--- src/rtl/core/mta_pkg.sv ---
// Shared constants, command and status types for the mesh tangent accumulator.
// Used by mta_ctrl, mta_dp and the top level; depends on nothing.
package mta_pkg;

  localparam int unsigned VERTEX_COUNT = 4096;
  localparam int unsigned ADDR_W       = $clog2(VERTEX_COUNT);
  localparam int unsigned IDX_W        = 12;
  localparam int unsigned COUNT_BITS   = 8;
  localparam logic [COUNT_BITS-1:0] COUNT_MAX = '1;

  localparam int unsigned POS_W  = 48;
  localparam int unsigned TEX_W  = 32;
  localparam int unsigned Q_W    = 20;
  localparam int unsigned VEC_W  = 3 * Q_W;
  localparam logic [Q_W-1:0] Q_MAX = {1'b0, {(Q_W-1){1'b1}}};
  localparam logic [Q_W-1:0] Q_MIN = {1'b1, {(Q_W-1){1'b0}}};

  // Products of two 17-bit deltas, and their differences.
  localparam int unsigned DELTA_W = 17;
  localparam int unsigned PROD_W  = 2 * DELTA_W + 1;
  // Mean accumulator: old * count + fresh.
  localparam int unsigned MACC_W  = Q_W + COUNT_BITS + 2;

  // Divider: quotient bits, numerator, remainder and shifted divisor widths.
  localparam int unsigned QUO_W = Q_W + 1;
  localparam int unsigned NUM_W = PROD_W + 17;
  localparam int unsigned REM_W = NUM_W + 1;
  localparam int unsigned DSH_W = PROD_W + QUO_W;
  localparam int unsigned CNT_W = $clog2(QUO_W + 1);

  localparam int unsigned MUL_STEPS = 14;
  localparam int unsigned DIV_JOBS  = 6;

  typedef enum logic [3:0] {
    OP_NONE,
    OP_CLEAR,
    OP_CAPTURE,
    OP_MUL,
    OP_SOLVE,
    OP_READ,
    OP_MMUL,
    OP_MDIV,
    OP_WRITE
  } op_e;

  typedef struct packed {
    op_e               op;
    logic [3:0]        step;
    logic              vec;
    logic [1:0]        comp;
    logic [1:0]        corner;
    logic [ADDR_W-1:0] clr_addr;
  } cmd_t;

  typedef struct packed {
    logic div_busy;
    logic out_free;
  } stat_t;

endpackage

--- src/rtl/core/mta_ctrl.sv ---
// Sequencer of the mesh tangent accumulator: clearing pass, products,
// divisions and per-vertex updates. Depends on mta_pkg.
module mta_ctrl (
  input  logic           clk_i,
  input  logic           rst_ni,
  input  logic           in_valid_i,
  output logic           in_ready_o,
  output mta_pkg::cmd_t  cmd_o,
  input  mta_pkg::stat_t stat_i
);

  typedef enum logic [9:0] {
    S_CLEAR = 10'b0000000001,
    S_IDLE  = 10'b0000000010,
    S_MUL   = 10'b0000000100,
    S_SOLVE = 10'b0000001000,
    S_SWAIT = 10'b0000010000,
    S_READ  = 10'b0000100000,
    S_MMUL  = 10'b0001000000,
    S_MDIV  = 10'b0010000000,
    S_MWAIT = 10'b0100000000,
    S_WRITE = 10'b1000000000
  } state_e;

  state_e                    state_q, state_d;
  logic [3:0]                step_q, step_d;
  logic [2:0]                job_q, job_d;
  logic [1:0]                corner_q, corner_d;
  logic [mta_pkg::ADDR_W-1:0] clr_q, clr_d;
  logic                      vec;
  logic [1:0]                comp;

  // Jobs 0 to 2 are tangent components, 3 to 5 bitangent components.
  assign vec  = (job_q >= 3'd3);
  assign comp = vec ? 2'(job_q - 3'd3) : job_q[1:0];

  assign in_ready_o = (state_q == S_IDLE);

  always_comb begin
    state_d  = state_q;
    step_d   = step_q;
    job_d    = job_q;
    corner_d = corner_q;
    clr_d    = clr_q;
    cmd_o.op       = mta_pkg::OP_NONE;
    cmd_o.step     = step_q;
    cmd_o.vec      = vec;
    cmd_o.comp     = comp;
    cmd_o.corner   = corner_q;
    cmd_o.clr_addr = clr_q;
    case (state_q)
      S_CLEAR: begin
        cmd_o.op = mta_pkg::OP_CLEAR;
        clr_d    = clr_q + 1'b1;
        if (clr_q == mta_pkg::ADDR_W'(mta_pkg::VERTEX_COUNT - 1)) begin
          state_d = S_IDLE;
        end
      end
      S_IDLE: begin
        if (in_valid_i) begin
          cmd_o.op = mta_pkg::OP_CAPTURE;
          step_d   = '0;
          state_d  = S_MUL;
        end
      end
      S_MUL: begin
        cmd_o.op = mta_pkg::OP_MUL;
        if (step_q == 4'(mta_pkg::MUL_STEPS - 1)) begin
          job_d   = '0;
          state_d = S_SOLVE;
        end else begin
          step_d = step_q + 4'd1;
        end
      end
      S_SOLVE: begin
        cmd_o.op = mta_pkg::OP_SOLVE;
        state_d  = S_SWAIT;
      end
      S_SWAIT: begin
        if (!stat_i.div_busy) begin
          if (job_q == 3'(mta_pkg::DIV_JOBS - 1)) begin
            job_d    = '0;
            corner_d = '0;
            state_d  = S_READ;
          end else begin
            job_d   = job_q + 3'd1;
            state_d = S_SOLVE;
          end
        end
      end
      S_READ: begin
        cmd_o.op = mta_pkg::OP_READ;
        job_d    = '0;
        state_d  = S_MMUL;
      end
      S_MMUL: begin
        cmd_o.op = mta_pkg::OP_MMUL;
        state_d  = S_MDIV;
      end
      S_MDIV: begin
        cmd_o.op = mta_pkg::OP_MDIV;
        state_d  = S_MWAIT;
      end
      S_MWAIT: begin
        if (!stat_i.div_busy) begin
          if (job_q == 3'(mta_pkg::DIV_JOBS - 1)) begin
            state_d = S_WRITE;
          end else begin
            job_d   = job_q + 3'd1;
            state_d = S_MMUL;
          end
        end
      end
      S_WRITE: begin
        if (stat_i.out_free) begin
          cmd_o.op = mta_pkg::OP_WRITE;
          if (corner_q == 2'd2) begin
            state_d = S_IDLE;
          end else begin
            corner_d = corner_q + 2'd1;
            state_d  = S_READ;
          end
        end
      end
      default: begin
        state_d = S_IDLE;
      end
    endcase
  end

  always_ff @(posedge clk_i or negedge rst_ni) begin
    if (!rst_ni) begin
      state_q  <= S_CLEAR;
      step_q   <= '0;
      job_q    <= '0;
      corner_q <= '0;
      clr_q    <= '0;
    end else begin
      state_q  <= state_d;
      step_q   <= step_d;
      job_q    <= job_d;
      corner_q <= corner_d;
      clr_q    <= clr_d;
    end
  end

`ifndef SYNTHESIS
  a_write_slot_free: assert property (@(posedge clk_i) disable iff (!rst_ni)
    cmd_o.op == mta_pkg::OP_WRITE |-> stat_i.out_free)
    else $error("result written while output slot occupied");

  a_div_start_idle: assert property (@(posedge clk_i) disable iff (!rst_ni)
    (cmd_o.op == mta_pkg::OP_SOLVE || cmd_o.op == mta_pkg::OP_MDIV) |-> !stat_i.div_busy)
    else $error("divider started while busy");

  a_accept_starts_mul: assert property (@(posedge clk_i) disable iff (!rst_ni)
    (in_valid_i && in_ready_o) |=> (state_q == S_MUL && step_q == 4'd0))
    else $error("accepted item did not start the product sequence");
`endif

endmodule

--- config.mk ---
export PLATFORM = sky130hd
export DESIGN_NAME = mta_ctrl
export DESIGN_NICKNAME = d
export VERILOG_FILES = /design/src/rtl/core/mta_pkg.sv /design/src/rtl/core/mta_ctrl.sv
export SDC_FILE = /design/constraint.sdc
export NUM_CORES = 1
export LEC_CHECK = 0
export ABC_AREA = 1
export BUFFER_PORTS_ARGS = -buffer_cell sky130_fd_sc_hd__buf_2
export CORE_MARGIN = 5
export CORE_UTILIZATION = 59
export CTS_BUF_LIST = sky130_fd_sc_hd__clkbuf_4
export DETAILED_ROUTE_END_ITERATION = 8
export PLACE_DENSITY = 0.9
export SKIP_CTS_REPAIR_TIMING = 1
export SLEW_MARGIN = 10
export SYNTH_ARGS = -nofsm -noshare
export SYNTH_HDL_FRONTEND = slang
export SYNTH_SLANG_ARGS = --single-unit
--- constraint.sdc ---
create_clock -name clk_i -period 1.75 [get_ports clk_i]
set_input_delay 0.175 -clock clk_i [delete_from_list [all_inputs] [get_ports clk_i]]
set_output_delay 0.175 -clock clk_i [all_outputs]
set_load 0.005 [all_outputs]
; ---- After elaboration in Yosys (flattened, before gate mapping)
; Cells that the tools add are included.
[op_classes]
add_sub_neg = 5
n_lt_le_gt_ge = 1
eq_ne = 24
mux = 28
n_reduce_logical = 7
[op_table]
columns = operator, n
row1 = $pmux W10 S10, 1
row2 = $mux W10, 7
row3 = $pmux W4 S8, 1
row4 = $ne A2 B2 Y1 const B, 10
row5 = $mux W3, 5
row6 = $add A12 B1 Y12 const B, 1
row7 = $eq A12 B12 Y1 const B, 1
row8 = $mux W2, 6
row9 = $mux W4, 3
row10 = $mux W6, 2
row11 = $pmux W3 S4, 1
row12 = $eq A10 B1 Y1 const B, 1
row13 = $eq A10 B10 Y1 const B, 1
row14 = $eq A10 B2 Y1 const B, 1
row15 = $eq A10 B3 Y1 const B, 1
row16 = $eq A10 B4 Y1 const B, 1
row17 = $eq A10 B5 Y1 const B, 1
row18 = $eq A10 B6 Y1 const B, 1
row19 = $eq A10 B7 Y1 const B, 1
row20 = $eq A10 B8 Y1 const B, 1
row21 = $eq A10 B9 Y1 const B, 1
row22 = $reduce_and A5 Y1, 2
row23 = $pmux W4 S2, 1
row24 = $reduce_and A6 Y1, 1
row25 = other kinds (12), 13
[word_totals]
reg_bits = 31
out_inout_bits = 26
wordCells = 70

; ---- Logic depth before layout (Yosys ltp)
[depth]
ltp_word = 4
mapped_depth = 11
ltp_nobuf = 11

; ---- Worst setup path before layout
; No wires, ideal clock.
[synth_path]
path_type = register -> register
from = register state_q[8]
to = register clr_q[7] (netlist bit)
arrival_time_ns = 1.310
path_slack_ns = 0.319
path_stages_with_launch = 8
path_buffers = 0
synth_period_minus_slack_ns = 1.431
path_cell_list = dfrtp_1 > nor2_4 > nand3_2 > nor3_4 > nand2_2 > nor2_2 > nand2_1 > xor2_1
[synth_via]
elab_chain_len = 1
[synth_lines]
columns = element, line_no
row1 = from (decl), mta_ctrl.sv:25  ; state_e state_q, state_d;
row2 = from (signal assigned), mta_ctrl.sv:139  ; state_q <= state_d;
row3 = $eq A10 B1 Y1, mta_ctrl.sv:51  ; case (state_q)
row4 = to (signal assigned), mta_ctrl.sv:143  ; clr_q <= clr_d;
row5 = to (decl), mta_ctrl.sv:29  ; logic [mta_pkg::ADDR_W-1:0] clr_q, clr_d;
; Every way passes these cells.
; A chain may end at the register's enable or synchronous reset.

==> reports/results.ini <==
[status]
status = finished with violations
violations = negative setup slack

[timing]
worst_slew_pin_slew_ns = 0.675
min_period_ns = 1.84
min_period_over_period = 1.05
timing.final.ws_setup_ns = -0.0897
drv_slew = 0
hold_violations = 0
relSlewSlack = 0.550
finalSetupViolCount = 4
rsz0062_at_grt = yes
fmaxAchievable_ghz = 0.544
clock_skew_ns = 0.0128

[floorplan]
io_pins = 31
num_rows = 21
start_util = 0.623
core-area_um2 = 3390
die_y_um = 69.9
dieArea_um2 = 4880
die_width_um = 69.9

[global_routing]
antenna_found_initial = 0
grt_usage = 0.194
grt_pass1_vias = 1777
grt_max_degree = 32
grt_pass1_wl_um = 7690
grt.overflow.total = 0

[layout]
area.sequential_um2 = 782
multi_input_area_um2 = 1250
num-fill-cells = 230
synthToLayoutAreaGrowth_pct = 21.3
fin_cells = 374
antenna_cells = 0
drive_gt1_frac = 0.326
fin_util = 0.756
fin_nets = 339

[cts]
clk_pin_slew_ns = 0.09
htree_levels = 2
clkSinkCount = 31
numCtsBuffers = 5
clock_latency_ns = 0.34
cts_buffer_depth = 2
cts_tree = yes
cts_root_buf = clkbuf_4

[synth]
yosysMostFrequentCell = nand2_1
syn_avg_cell_area_um2 = 7.60
synth_cell_types = 34
synthArstFlopShare = 1.00
ys_warn_count = 0
synth_edf_count = 0
syn-num-nets = 290
synthCells = 278
synthTopCellsByCount = nand2_1 (66), inv_1 (41), nor2_1 (32), dfrtp_1 (30), nand3_1 (21)
ys_seq_area_frac = 0.368
synth_top_flop_cell = dfrtp_1
yosys.area.top_type = dfrtp_1
ys_ff_latch = 31
netlist.area_leader.share = 0.355
synthTopCellsByArea = dfrtp_1 (36%), nand2_1 (12%), inv_1 (7.3%), nor2_1 (5.7%), nand3_1 (5.0%)
synthesis.area_um2 = 2110

[detailed_routing]
ant_nets = 0
vias_per_cell = 5.17
drt_iter0_markers = 243
first_pass_iters = 4
vias = 1935
drc_errors = 0
avgRoutedWirePerCell_um = 13.1
wl_um = 4910

[placement]
port_buffers = 30
dp_hpwl_um = 3570
place.gp.congestion = 0.908
dpl.cell_count = 353
pre_cts_ws_ns = 0.156

[pwr]
p_leak_nw = 1.36
powerDensity_nw_per_um2 = 1020
peakVddDrop_uv = 626

[worst_setup_path]
max_stage_delay_ns = 0.45
cp_slowest_cell = dfrtp_2
crit_chain = nor2_4 -> nand2_2 -> or3_4 -> nand3_2 -> buf_2
crit_required_ns = 1.57
rr_worst_depth = 13
worst_setup_path_end_kind = primary output
startpoint_type = flip-flop
cp_max_fo = 5
crit_type = reg -> out
cp.arrival_ns = 1.66

[run]
drv_cap = 0

[hold_path]
hp-class = in -> reg
hold_depth = 4

==> critical path, delay by kind of cell (launching register included) <==
family / cells / cell delay (ns)
buffers and inverters: 1 / 0.11
flip-flops: 1 / 0.45
AND/OR/NAND/NOR: 4 / 0.77
==> sequential cells by signal, summed over array words and instances, names as in the netlist <==
| signal | flops |
|---|---|
| state_q | 10 |
| corner_q | 2 |
| job_q | 3 |
| step_q | 4 |
| clr_q | 12 |
==> layout make-up <==
| cell class | instances | area share |
|---|---|---|
| flip-flops and latches | 31 | 0.305 |
| multi-input cells | 201 | 0.488 |
| well taps | 46 | 0.0224 |
| repair buffers | 43 | 0.0976 |
| clock inverters | 2 | 0.00293 |
| clock buffers | 6 | 0.0176 |
| inverters | 45 | 0.0669 |
==> layout by cell type, fill, tap and decap left out, types with 5 or more instances in the layout <==
master,synthesis,routed
clkbuf_4,0,6
nor2_2,5,7
buf_2,0,30
nand2_2,9,9
nor2_1,32,28
nand2_1,66,65
inv_1,41,40
nand3_2,3,5
xor2_1,6,6
nand2_4,4,5
nand3_1,21,19
buf_4,1,12
dfrtp_1,30,26
nor2_4,7,9
a21oi_1,6,5
==> kinds of logic after synthesis <==
logic type	synth area share
XOR/XNOR	0.0414
AO/OA/AOI/OAI	0.0645
buffers and inverters	0.0835
AND/OR/NAND/NOR	0.401
adder cells (fa/ha/maj)	0.0414
flip-flops	0.368
==> per-layer routing <==
| layer | track usage | routed length (um) | up-vias |
|---|---|---|---|
| li1 | - | - | 968 |
| met1 | 0.247 | 2210 | 910 |
| met2 | 0.301 | 2330 | 51 |
| met3 | 0.0574 | 286 | 6 |
| met4 | 0.0957 | 72 | 0 |
| met5 | 0 | 0 | - |
==> stage by stage <==
step,hold WS (ns),TNS (ns),power (W),area (um2)
after floorplan,-0.121,0,0.00173,2110
after global placement,0.246,0,0.00196,2310
after detailed placement,0.247,0,0.00200,2310
after CTS,-0.124,-0.882,0.00241,2370
after global routing,0.144,-0.810,0.00280,2560
final,0.134,-0.186,0.00261,2560
==> worst paths after layout <==
check | startpoint | to | slack [ns]
max | state_q[3]$_DFFE_PN0P_ | cmd_o[21] | -0.09
max reg2reg | state_q[2]$_DFFE_PN0P_ | state_q[9]$_DFFE_PN0P_ | 0.08
min | in_valid_i | state_q[1]$_DFFE_PN0P_ | 0.13
max in group asynchronous | rst_ni | job_q[0]$_DFFE_PN0P_ | 0.86
min in group asynchronous | rst_ni | clr_q[8]$_DFFE_PN0P_ | 0.40
min reg2reg | corner_q[0]$_DFFE_PN0P_ | corner_q[0]$_DFFE_PN0P_ | 0.53
==> power breakdown <==
group | switching [W] | total (W) | internal, W | leakage (nW)
sequential | 0.000104 | 0.000899 | 0.000795 | 0.416
combinational | 0.000806 | 0.00131 | 0.000503 | 0.918
clock | 0.000240 | 0.000404 | 0.000164 | 0.0307
total | 0.00115 | 0.00261 | 0.00146 | 1.36
No activity file was read; power rests on OpenSTA's default activity.
